### config.mk
export PLATFORM = sky130hd
export DESIGN_NAME = primer_mismatch_scan_unit
export DESIGN_NICKNAME = d
export VERILOG_FILES = /design/src/hdl/pms_pkg.sv /design/src/hdl/pms_front.sv /design/src/hdl/pms_queue.sv /design/src/hdl/pms_back.sv /design/src/hdl/primer_mismatch_scan_unit.sv
export SDC_FILE = /design/constraint.sdc
export NUM_CORES = 2
export LEC_CHECK = 0
export BUFFER_PORTS_ARGS = -buffer_cell sky130_fd_sc_hd__clkbuf_2
export CAP_MARGIN = 10
export CELL_PAD_IN_SITES_DETAIL_PLACEMENT = 1
export CELL_PAD_IN_SITES_GLOBAL_PLACEMENT = 2
export CORE_AREA = 2 2 388 390
export CTS_CLUSTER_SIZE = 24
export DETAILED_ROUTE_END_ITERATION = 16
export DIE_AREA = 0 0 390 392
export PLACE_DENSITY = 0.57
export SLEW_MARGIN = 20
export SYNTH_ARGS = -nofsm -noshare
export SYNTH_HDL_FRONTEND = slang
export SYNTH_SLANG_ARGS = --single-unit
export TNS_END_PERCENT = 1
### constraint.sdc
create_clock -name clock -period 11.6 [get_ports clock]
set_input_delay 2.32 -clock clock [delete_from_list [all_inputs] [get_ports clock]]
set_output_delay 2.32 -clock clock [all_outputs]
set_load 0.02 [all_outputs]
### src/hdl/pms_pkg.sv
// Shared types and constants of the primer mismatch scan unit.
// No dependencies; imported by every module of the unit.
`default_nettype none

package pms_pkg;

   // Field widths
   localparam int PATTERN_W  = 40;
   localparam int LENGTH_W   = 5;
   localparam int MISMATCH_W = 5;
   localparam int BASE_W     = 3;
   localparam int POS_W      = 32;
   localparam int TOTAL_W    = 16;

   // Base codes
   localparam logic [BASE_W-1:0] BASE_OTHER = 3'd4;
   localparam logic [1:0]        BASE_C     = 2'd1;
   localparam logic [1:0]        BASE_G     = 2'd2;

   // Queue between front and back
   localparam int QUEUE_DEPTH = 4;
   localparam int QPTR_W      = 2;
   localparam int QCNT_W      = 3;

   // Register port
   localparam int CSR_ADDR_W = 5;
   localparam int CSR_DATA_W = 64;

   typedef enum logic [1:0] {
      REG_PATTERN_BASES  = 2'd0,
      REG_PATTERN_LENGTH = 2'd1,
      REG_MISMATCH_LIMIT = 2'd2,
      REG_ANCHOR_MODE    = 2'd3
   } reg_index_type;

   typedef struct packed {
      logic [PATTERN_W-1:0]  pattern_bases;
      logic [LENGTH_W-1:0]   pattern_length;
      logic [MISMATCH_W-1:0] mismatch_limit;
      logic                  anchor_mode;
   } cfg_type;

   // One classified item: which results it causes and their payload
   typedef struct packed {
      logic               sense_hit;
      logic               anti_hit;
      logic               summary;
      logic [POS_W-1:0]   start;
      logic [POS_W-1:0]   next_pos;
      logic [TOTAL_W-1:0] total;
   } entry_type;

endpackage

`default_nettype wire

### src/hdl/pms_front.sv
// Front end: template window, primer preparation, both-strand compare, hit count.
// Depends on pms_pkg; feeds pms_queue.
`default_nettype none

module pms_front #(
   parameter int MAX_PATTERN = 20,
   parameter int ANCHORS     = 4
) (
   input  logic                        clock,
   input  logic                        reset,
   input  pms_pkg::cfg_type            cfg,
   input  logic                        req_push,
   input  logic [pms_pkg::BASE_W-1:0]  req_base,
   input  logic                        req_last,
   output logic                        req_full,
   input  logic [pms_pkg::QCNT_W-1:0]  q_count,
   output logic                        q_push,
   output pms_pkg::entry_type          q_data
);
   import pms_pkg::*;

   localparam int LEN_W = $clog2(MAX_PATTERN + 1);

   // G/C anchor positions in window order (index MAX_PATTERN-1 is the 3' end)
   function automatic logic [MAX_PATTERN-1:0] anchors_of(
      input logic [2*MAX_PATTERN-1:0] exp_bases,
      input logic [MAX_PATTERN-1:0]   act,
      input logic                     mode
   );
      logic [MAX_PATTERN-1:0] gc;
      logic [MAX_PATTERN-1:0] first;
      logic [MAX_PATTERN-1:0] anc;
      logic [MAX_PATTERN-1:0] below;
      for (int i = 0; i < MAX_PATTERN; i++) begin
         gc[i] = act[i] && (exp_bases[2*i +: 2] == BASE_C || exp_bases[2*i +: 2] == BASE_G);
      end
      first = act & ~(act << 1);
      for (int i = 0; i < MAX_PATTERN; i++) begin
         below = (MAX_PATTERN'(1) << i) - MAX_PATTERN'(1);
         if (mode) begin
            anc[i] = gc[i] && ($countones(gc >> (i + 1)) < ANCHORS);
         end else begin
            anc[i] = (gc[i] && !(|(gc & below))) || (first[i] && !(|gc));
         end
      end
      return anc;
   endfunction

   logic                   accept;
   logic [LEN_W-1:0]       len;
   logic [LEN_W-1:0]       sh;

   logic [BASE_W-1:0]      hist_ff [MAX_PATTERN];
   logic [BASE_W-1:0]      hist_in [MAX_PATTERN];
   logic [BASE_W-1:0]      win_ff  [MAX_PATTERN];
   logic [BASE_W-1:0]      win_in  [MAX_PATTERN];
   logic [LEN_W-1:0]       seen_ff, seen_in, seen_next;
   logic [POS_W-1:0]       pos_ff, pos_in;

   logic                   s1_valid_ff, s1_valid_in;
   logic                   s1_last_ff, s1_last_in;
   logic                   s1_full_ff, s1_full_in;
   logic [POS_W-1:0]       s1_start_ff, s1_start_in;
   logic [POS_W-1:0]       s1_next_ff, s1_next_in;

   logic [63:0]            pat64;
   logic [2*MAX_PATTERN-1:0] pat_pad;
   logic [2*MAX_PATTERN-1:0] exp_s_ff, exp_s_in;
   logic [2*MAX_PATTERN-1:0] exp_r_ff, exp_r_in;
   logic [MAX_PATTERN-1:0] act_ff, act_in;
   logic [MAX_PATTERN-1:0] anc_s_ff, anc_s_in;
   logic [MAX_PATTERN-1:0] anc_r_ff, anc_r_in;

   logic [MAX_PATTERN-1:0] mism_s, mism_r;
   logic                   hit_s, hit_r;
   logic [TOTAL_W:0]       cnt_sum;
   logic [TOTAL_W-1:0]     cnt_sat;
   logic [TOTAL_W-1:0]     cnt_ff, cnt_in;

   // effective pattern length, 1..MAX_PATTERN
   always_comb begin
      if (cfg.pattern_length == '0) begin
         len = LEN_W'(1);
      end else if (int'(cfg.pattern_length) > MAX_PATTERN) begin
         len = LEN_W'(MAX_PATTERN);
      end else begin
         len = LEN_W'(cfg.pattern_length);
      end
      sh = LEN_W'(MAX_PATTERN) - len;
   end

   // primer aligned to the window end, refreshed every cycle
   always_comb begin
      pat64 = 64'(cfg.pattern_bases);
      for (int i = 0; i < MAX_PATTERN; i++) begin
         pat_pad[2*i +: 2] = pat64[2*i +: 2];
      end
      exp_s_in = pat_pad << {sh, 1'b0};
      for (int i = 0; i < MAX_PATTERN; i++) begin
         exp_r_in[2*i +: 2] = ~pat_pad[2*(MAX_PATTERN-1-i) +: 2];
         act_in[i]          = (LEN_W'(i) >= sh);
      end
      anc_s_in = anchors_of(exp_s_in, act_in, cfg.anchor_mode);
      anc_r_in = anchors_of(exp_r_in, act_in, cfg.anchor_mode);
   end

   // accept stage
   always_comb begin
      accept = req_push && !req_full;
      for (int i = 0; i < MAX_PATTERN - 1; i++) begin
         win_in[i] = hist_ff[i+1];
      end
      win_in[MAX_PATTERN-1] = req_base[2] ? BASE_OTHER : req_base;
      seen_next = (int'(seen_ff) < MAX_PATTERN) ? seen_ff + LEN_W'(1) : seen_ff;

      hist_in = hist_ff;
      seen_in = seen_ff;
      pos_in  = pos_ff;
      if (accept) begin
         if (req_last) begin
            for (int i = 0; i < MAX_PATTERN; i++) begin
               hist_in[i] = BASE_OTHER;
            end
            seen_in = '0;
            pos_in  = '0;
         end else begin
            hist_in = win_in;
            seen_in = seen_next;
            pos_in  = pos_ff + POS_W'(1);
         end
      end

      s1_valid_in = accept;
      s1_last_in  = req_last;
      s1_full_in  = (seen_next >= len);
      s1_start_in = pos_ff - POS_W'(len) + POS_W'(1);
      s1_next_in  = pos_ff + POS_W'(1);
   end

   // compare stage
   always_comb begin
      for (int i = 0; i < MAX_PATTERN; i++) begin
         mism_s[i] = act_ff[i] && (win_ff[i] != {1'b0, exp_s_ff[2*i +: 2]});
         mism_r[i] = act_ff[i] && (win_ff[i] != {1'b0, exp_r_ff[2*i +: 2]});
      end
      hit_s = s1_full_ff && !(|(anc_s_ff & mism_s))
              && ($countones(mism_s) <= int'(cfg.mismatch_limit));
      hit_r = s1_full_ff && !(|(anc_r_ff & mism_r))
              && ($countones(mism_r) <= int'(cfg.mismatch_limit));

      cnt_sum = {1'b0, cnt_ff} + (TOTAL_W+1)'(hit_s) + (TOTAL_W+1)'(hit_r);
      cnt_sat = cnt_sum[TOTAL_W] ? '1 : cnt_sum[TOTAL_W-1:0];

      cnt_in = cnt_ff;
      if (s1_valid_ff) begin
         cnt_in = s1_last_ff ? '0 : cnt_sat;
      end

      q_push           = s1_valid_ff && (hit_s || hit_r || s1_last_ff);
      q_data.sense_hit = hit_s;
      q_data.anti_hit  = hit_r;
      q_data.summary   = s1_last_ff;
      q_data.start     = s1_start_ff;
      q_data.next_pos  = s1_next_ff;
      q_data.total     = cnt_sat;
   end

   // room for the item in flight plus a new one
   assign req_full = (int'(q_count) + int'(s1_valid_ff)) >= QUEUE_DEPTH;

   always_ff @(posedge clock) begin
      if (reset) begin
         for (int i = 0; i < MAX_PATTERN; i++) begin
            hist_ff[i] <= BASE_OTHER;
         end
         seen_ff     <= '0;
         pos_ff      <= '0;
         s1_valid_ff <= 1'b0;
         cnt_ff      <= '0;
      end else begin
         hist_ff     <= hist_in;
         seen_ff     <= seen_in;
         pos_ff      <= pos_in;
         s1_valid_ff <= s1_valid_in;
         cnt_ff      <= cnt_in;
      end
   end

   always_ff @(posedge clock) begin
      if (accept) begin
         win_ff      <= win_in;
         s1_last_ff  <= s1_last_in;
         s1_full_ff  <= s1_full_in;
         s1_start_ff <= s1_start_in;
         s1_next_ff  <= s1_next_in;
      end
      exp_s_ff <= exp_s_in;
      exp_r_ff <= exp_r_in;
      act_ff   <= act_in;
      anc_s_ff <= anc_s_in;
      anc_r_ff <= anc_r_in;
   end

endmodule

`default_nettype wire

### src/hdl/pms_queue.sv
// Short queue of classified items between front and back.
// Depends on pms_pkg.
`default_nettype none

module pms_queue (
   input  logic                        clock,
   input  logic                        reset,
   input  logic                        push,
   input  pms_pkg::entry_type          push_data,
   input  logic                        pop,
   output pms_pkg::entry_type          head,
   output logic                        empty,
   output logic [pms_pkg::QCNT_W-1:0]  count
);
   import pms_pkg::*;

   entry_type           mem_ff [QUEUE_DEPTH];
   logic [QPTR_W-1:0]   wr_ptr_ff, wr_ptr_in;
   logic [QPTR_W-1:0]   rd_ptr_ff, rd_ptr_in;
   logic [QCNT_W-1:0]   count_ff, count_in;

   always_comb begin
      wr_ptr_in = push ? wr_ptr_ff + QPTR_W'(1) : wr_ptr_ff;
      rd_ptr_in = pop  ? rd_ptr_ff + QPTR_W'(1) : rd_ptr_ff;
      count_in  = count_ff + QCNT_W'(push) - QCNT_W'(pop);
   end

   assign head  = mem_ff[rd_ptr_ff];
   assign empty = (count_ff == '0);
   assign count = count_ff;

   always_ff @(posedge clock) begin
      if (reset) begin
         wr_ptr_ff <= '0;
         rd_ptr_ff <= '0;
         count_ff  <= '0;
      end else begin
         wr_ptr_ff <= wr_ptr_in;
         rd_ptr_ff <= rd_ptr_in;
         count_ff  <= count_in;
      end
   end

   always_ff @(posedge clock) begin
      if (push) begin
         mem_ff[wr_ptr_ff] <= push_data;
      end
   end

endmodule

`default_nettype wire

### src/hdl/pms_back.sv
// Back end: unpacks one queued item into its sense, antisense and summary results.
// Depends on pms_pkg; drains pms_queue.
`default_nettype none

module pms_back (
   input  logic                         clock,
   input  logic                         reset,
   input  pms_pkg::entry_type           head,
   input  logic                         q_empty,
   output logic                         q_pop,
   output logic                         rsp_empty,
   input  logic                         rsp_pop,
   output logic [pms_pkg::POS_W-1:0]    rsp_position,
   output logic                         rsp_antisense,
   output logic                         rsp_is_summary,
   output logic [pms_pkg::TOTAL_W-1:0]  rsp_hit_total,
   output logic                         rsp_last
);
   import pms_pkg::*;

   // pending result bits, sent lowest first
   localparam int P_SENSE = 0;
   localparam int P_ANTI  = 1;
   localparam int P_SUM   = 2;

   entry_type   ent_ff, ent_in;
   logic [2:0]  pend_ff, pend_in;
   logic [2:0]  rest;
   logic [2:0]  sel;
   logic [2:0]  after_pop;
   logic        taken;

   always_comb begin
      rest      = pend_ff & (pend_ff - 3'd1);
      sel       = pend_ff & ~(pend_ff - 3'd1);
      taken     = rsp_pop && (pend_ff != '0);
      after_pop = taken ? rest : pend_ff;

      q_pop   = (after_pop == '0) && !q_empty;
      pend_in = after_pop;
      ent_in  = ent_ff;
      if (q_pop) begin
         pend_in[P_SENSE] = head.sense_hit;
         pend_in[P_ANTI]  = head.anti_hit;
         pend_in[P_SUM]   = head.summary;
         ent_in           = head;
      end
   end

   always_comb begin
      rsp_empty      = (pend_ff == '0);
      rsp_last       = (rest == '0);
      rsp_antisense  = sel[P_ANTI];
      rsp_is_summary = sel[P_SUM];
      rsp_hit_total  = sel[P_SUM] ? ent_ff.total : '0;
      if (sel[P_SENSE]) begin
         rsp_position = ent_ff.start;
      end else if (sel[P_ANTI]) begin
         rsp_position = ent_ff.next_pos;
      end else begin
         rsp_position = '0;
      end
   end

   always_ff @(posedge clock) begin
      if (reset) begin
         pend_ff <= '0;
      end else begin
         pend_ff <= pend_in;
      end
   end

   always_ff @(posedge clock) begin
      ent_ff <= ent_in;
   end

endmodule

`default_nettype wire

### src/hdl/primer_mismatch_scan_unit.sv
// Top level of the primer mismatch scan unit: register port, front, queue, back.
// Depends on pms_pkg, pms_front, pms_queue and pms_back.
//
//   channel   ports         handshake                    moves
//   req       req_*         push & !full                 one template base per item
//   rsp       rsp_*         pop & !empty                 one hit or summary per item
//   csr       csr_*         psel & penable & pwrite      64-bit register write, 8-byte stride
//
// One template base is taken per cycle while the queue has room; the front
// registers the shifted window and compares it on both strands. The back sends
// one result per cycle while the consumer pops; a base with two or three
// results holds the queue until its last result is popped, and req_full rises
// once the four queue entries, counting the item in the compare stage, are
// spoken for. Reset is synchronous, clears the window and counters at once and
// loads the register defaults; there is no clearing pass.
`default_nettype none

module primer_mismatch_scan_unit #(
   parameter int MAX_PATTERN = 20,
   parameter int ANCHORS     = 4
) (
   input  logic                            clock,
   input  logic                            reset,
   // template bases
   input  logic                            req_push,
   output logic                            req_full,
   input  logic [pms_pkg::BASE_W-1:0]      req_base,
   input  logic                            req_last,
   // hits and summaries
   output logic                            rsp_empty,
   input  logic                            rsp_pop,
   output logic [pms_pkg::POS_W-1:0]       rsp_position,
   output logic                            rsp_antisense,
   output logic                            rsp_is_summary,
   output logic [pms_pkg::TOTAL_W-1:0]     rsp_hit_total,
   output logic                            rsp_last,
   // registers
   input  logic                            csr_psel,
   input  logic                            csr_penable,
   input  logic                            csr_pwrite,
   input  logic [pms_pkg::CSR_ADDR_W-1:0]  csr_paddr,
   input  logic [pms_pkg::CSR_DATA_W-1:0]  csr_pwdata,
   output logic [pms_pkg::CSR_DATA_W-1:0]  csr_prdata,
   output logic                            csr_pready
);
   import pms_pkg::*;

   localparam logic [LENGTH_W-1:0] LENGTH_RESET = 5'd12;

   logic [PATTERN_W-1:0]   pattern_ff, pattern_in;
   logic [LENGTH_W-1:0]    length_ff, length_in;
   logic [MISMATCH_W-1:0]  mismatch_ff, mismatch_in;
   logic                   mode_ff, mode_in;
   logic                   csr_wr;
   reg_index_type          csr_idx;

   cfg_type                cfg;
   logic                   q_push;
   entry_type              q_data;
   logic                   q_pop;
   entry_type              q_head;
   logic                   q_empty;
   logic [QCNT_W-1:0]      q_count;

   // register file; low address bits inside a register's slot are ignored
   assign csr_pready = 1'b1;
   assign csr_idx    = reg_index_type'(csr_paddr[4:3]);
   assign csr_wr     = csr_psel && csr_penable && csr_pwrite;

   always_comb begin
      pattern_in  = pattern_ff;
      length_in   = length_ff;
      mismatch_in = mismatch_ff;
      mode_in     = mode_ff;
      if (csr_wr) begin
         unique case (csr_idx)
            REG_PATTERN_BASES:  pattern_in  = csr_pwdata[PATTERN_W-1:0];
            REG_PATTERN_LENGTH: length_in   = csr_pwdata[LENGTH_W-1:0];
            REG_MISMATCH_LIMIT: mismatch_in = csr_pwdata[MISMATCH_W-1:0];
            REG_ANCHOR_MODE:    mode_in     = csr_pwdata[0];
            default:            pattern_in  = pattern_ff;
         endcase
      end
   end

   always_comb begin
      unique case (csr_idx)
         REG_PATTERN_BASES:  csr_prdata = CSR_DATA_W'(pattern_ff);
         REG_PATTERN_LENGTH: csr_prdata = CSR_DATA_W'(length_ff);
         REG_MISMATCH_LIMIT: csr_prdata = CSR_DATA_W'(mismatch_ff);
         REG_ANCHOR_MODE:    csr_prdata = CSR_DATA_W'(mode_ff);
         default:            csr_prdata = '0;
      endcase
   end

   always_ff @(posedge clock) begin
      if (reset) begin
         pattern_ff  <= '0;
         length_ff   <= LENGTH_RESET;
         mismatch_ff <= '0;
         mode_ff     <= 1'b1;
      end else begin
         pattern_ff  <= pattern_in;
         length_ff   <= length_in;
         mismatch_ff <= mismatch_in;
         mode_ff     <= mode_in;
      end
   end

   always_comb begin
      cfg.pattern_bases  = pattern_ff;
      cfg.pattern_length = length_ff;
      cfg.mismatch_limit = mismatch_ff;
      cfg.anchor_mode    = mode_ff;
   end

   // window, compare and hit count
   pms_front #(
      .MAX_PATTERN (MAX_PATTERN),
      .ANCHORS     (ANCHORS)
   ) u_front (
      .clock    (clock),
      .reset    (reset),
      .cfg      (cfg),
      .req_push (req_push),
      .req_base (req_base),
      .req_last (req_last),
      .req_full (req_full),
      .q_count  (q_count),
      .q_push   (q_push),
      .q_data   (q_data)
   );

   // only items that cause at least one result are queued
   pms_queue u_queue (
      .clock     (clock),
      .reset     (reset),
      .push      (q_push),
      .push_data (q_data),
      .pop       (q_pop),
      .head      (q_head),
      .empty     (q_empty),
      .count     (q_count)
   );

   // one result per cycle toward the consumer while it pops
   pms_back u_back (
      .clock          (clock),
      .reset          (reset),
      .head           (q_head),
      .q_empty        (q_empty),
      .q_pop          (q_pop),
      .rsp_empty      (rsp_empty),
      .rsp_pop        (rsp_pop),
      .rsp_position   (rsp_position),
      .rsp_antisense  (rsp_antisense),
      .rsp_is_summary (rsp_is_summary),
      .rsp_hit_total  (rsp_hit_total),
      .rsp_last       (rsp_last)
   );

endmodule

`default_nettype wire

==> flow_metrics.env <==
export IMPL_nets=4331
export IMPL_maxCapViolCount=0
export IMPL_arrival_ns=10.43
export IMPL_io_pins=198
export IMPL_clk_pin_slew_worst_paths_ns=0.06
export IMPL_final_util_pct=33.6
export IMPL_yosysWarnings=0
export IMPL_route_detailed_drc=0
export IMPL_place_congestion=0.881
export IMPL_yosysTopAreaCellShare_pct=36.5
export IMPL_cpPeakStageDelay_ns=0.78
export IMPL_synth_top_area_cell="edfxtp_1"
export IMPL_yosysSeqAreaShare_pct=50.7
export IMPL_insertion_delay_ns=0.73
export IMPL_fp_dieArea_um2=153000
export IMPL_worstHoldPathType="reg -> reg"
export IMPL_layout_area_overhead_vs_synth_pct=13.1
export IMPL_die_width_um=390
export IMPL_critPathSlowestCell="dfxtp_1"
export IMPL_antenna_found_initial=1
export IMPL_synth_cells=3685
export IMPL_setup_slack_ns=1.78
export IMPL_max_freq_ghz=0.102
export IMPL_fin_skew_ns=0.0516
export IMPL_viasPerCell=4.88
export IMPL_power_leakage_nw=19.9
export IMPL_rows=142
export IMPL_critPathLaunchType="flop"
export IMPL_cts_htree_levels=3
export IMPL_critical_path_class="reg -> reg"
export IMPL_ctsHoldBuffers=0
export IMPL_ctsResizeCount=0
export IMPL_ys_flop_type="edfxtp_1"
export IMPL_drt_pass1_iter_count=5
export IMPL_ant_nets=0
export IMPL_finalMaxSlewViolations=0
export IMPL_drtIter0Drc=1525
export IMPL_worst_pin_slew_ns=1.14
export IMPL_critPathCaptureType="flop"
export IMPL_numCtsBuffers=92
export IMPL_track_usage_pct=18.0
export IMPL_grt_first_pass_wirelength_um=204000
export IMPL_clock_sinks=852
export IMPL_start_util_pct=29.7
export IMPL_tns_ns=0
export IMPL_synth_seq_cells=852
export IMPL_ir_drop_uv=109
export IMPL_cts_setup_buffers=0
export IMPL_grt_pass1_vias=30100
export IMPL_grt_max_degree=86
export IMPL_core_um2=149000
export IMPL_cts_tree="yes"
export IMPL_wl_per_cell_um=23.6
export IMPL_cts_root_buf="clkbuf_16"
export IMPL_setup_viol=0
export IMPL_critPathRequiredTime_ns=12.21
export IMPL_synth_most_common_cell="edfxtp_1"
export IMPL_hpwl_um=103000
export IMPL_hold_viol_final=0
export IMPL_rsz0062_at_grt="false"
export IMPL_path_max_fanout=26
export IMPL_synth_area_um2=44300
export IMPL_vias=28400
export IMPL_final_cell_area_um2=50100
export IMPL_power_density_nw_per_um2=168
export IMPL_drive_above_1_share_pct=12.8
export IMPL_ys_top_cells_by_area="edfxtp_1 (36%), dfxtp_1 (14%), ha_1 (8.8%)"
export IMPL_maxSlewHeadroom_pct=23.4
export IMPL_totalWireLength_um=138000
export IMPL_final_min_clock_period_ns=9.82
export IMPL_avgSynthCellArea_um2=12.0
export IMPL_cts_path_max_buffers=3
export IMPL_grt_overflow_total=0
export IMPL_placed_area_um2=47100
export IMPL_whs_ns=0.431
export IMPL_post_route_period_util_pct=84.7
export IMPL_async_flop_share_pct=0
export IMPL_yosys_top_cells_count="edfxtp_1 (538), inv_1 (364), dfxtp_1 (314), ha_1 (312), nand2_1 (282)"
export IMPL_io_buffer_count=145
export IMPL_die_h_um=392
export IMPL_synth_edf_count=538
export IMPL_crit_top_cell="fa_1"
export IMPL_status="finished, final reports clean"
export IMPL_dp_slack_ns=1.83
export IMPL_synth_cell_type_count=92
-- placed cells by master (no fill, tap or decap), types with 43 or more instances in the layout --
cell type  synthesis  layout
nand3_1           80      80
ha_1             312     311
a21oi_1          209     209
mux4_2           118     118
buf_4             29      43
clkbuf_16          0      94
nor3_1            84      84
a21o_1            45      45
xnor2_1           78      77
nor2_1           175     175
xor2_1           123     123
nand2_1          282     281
o21ai_0           91      91
clkbuf_2           0     144
edfxtp_1         538     538
fa_1             127     127
inv_1            364     364
dfxtp_1          314     310
-- stage by stage --
| step | power, mW | cells |
|---|---|---|
| after floorplan | 5.02 | 3708 |
| after global placement | 5.58 | 5662 |
| after detailed placement | 5.61 | 5662 |
| after CTS | 8.58 | 5828 |
| after global routing | 8.86 | 5828 |
| final | 8.41 | 5829 |
-- state kept, by name, summed over array words and instances, names as in the netlist, 16 cells and up, named ones only --
| register | flops |
|---|---|
| u_front.act_ff | 20 |
| pattern_ff | 40 |
| u_front.s1_next_ff | 32 |
| u_front.cnt_ff | 16 |
| u_front.s1_start_ff | 32 |
| u_front.hist_ff | 57 |
| u_front.pos_ff | 32 |
| u_front.win_ff | 60 |
| u_queue.mem_ff | 332 |
| u_back.ent_ff | 80 |
| u_front.anc_r_ff | 20 |
| u_front.exp_r_ff | 40 |
| u_front.anc_s_ff | 20 |
| u_front.exp_s_ff | 40 |
-- worst max-delay path: cells and delay by family (launching register included) --
kind / cells / cell delay, ns
adders and majority gates: 8 / 3.61
and+or+nand+nor: 9 / 1.95
buffers and inverters: 8 / 1.68
DFF: 1 / 0.78
AOI/OAI and AO/OA: 6 / 1.56
muxes: 1 / 0.10
-- routing by layer --
metal	wire (um)	GRT usage, %
met1	65500	25.0
met2	64400	29.6
met3	4560	2.50
met5	11	0
met4	3210	4.49
-- path summary, 6_finish.rpt --
check / from / end / cells past startpoint / slack, ns
hold reg to reg: u_front.hist_ff[54] / u_front.win_ff[57] / 0 / 0.43
setup / recovery: length_ff[4] / u_front.anc_s_ff[3] / 32 / 1.78
hold / removal: u_front.hist_ff[54] / u_front.win_ff[57] / 0 / 0.43
setup reg to reg: length_ff[4] / u_front.anc_s_ff[3] / 32 / 1.78
-- report_power, final --
group	internal [mW]	leakage (nW)	switching, mW
combinational	0.622	11.1	1.05
clock	1.65	1.46	1.28
sequential	3.64	7.35	0.165
total	5.92	19.9	2.50
-- layout make-up --
class                   count  area (um2)
inverters                 370        1400
fillers                 16100       98800
multi-input cells        2308       19700
well taps                1944        2430
clock inverters            53         561
clock buffers             113        2450
diodes                      1        2.50
repair buffers            188        1050
flip-flops and latches    852       22500
-- cell families after synthesis --
group | after synthesis | share of synthesized area, %
flops | 852 | 50.7
simple gates | 830 | 8.87
compound gates | 651 | 9.78
buf+inv | 548 | 5.06
fa+ha+maj | 439 | 14.6
xor+xnor | 203 | 4.05
mux | 160 | 6.96
other cells | 2 | 0.0170
(Power assumes the default switching activity.)
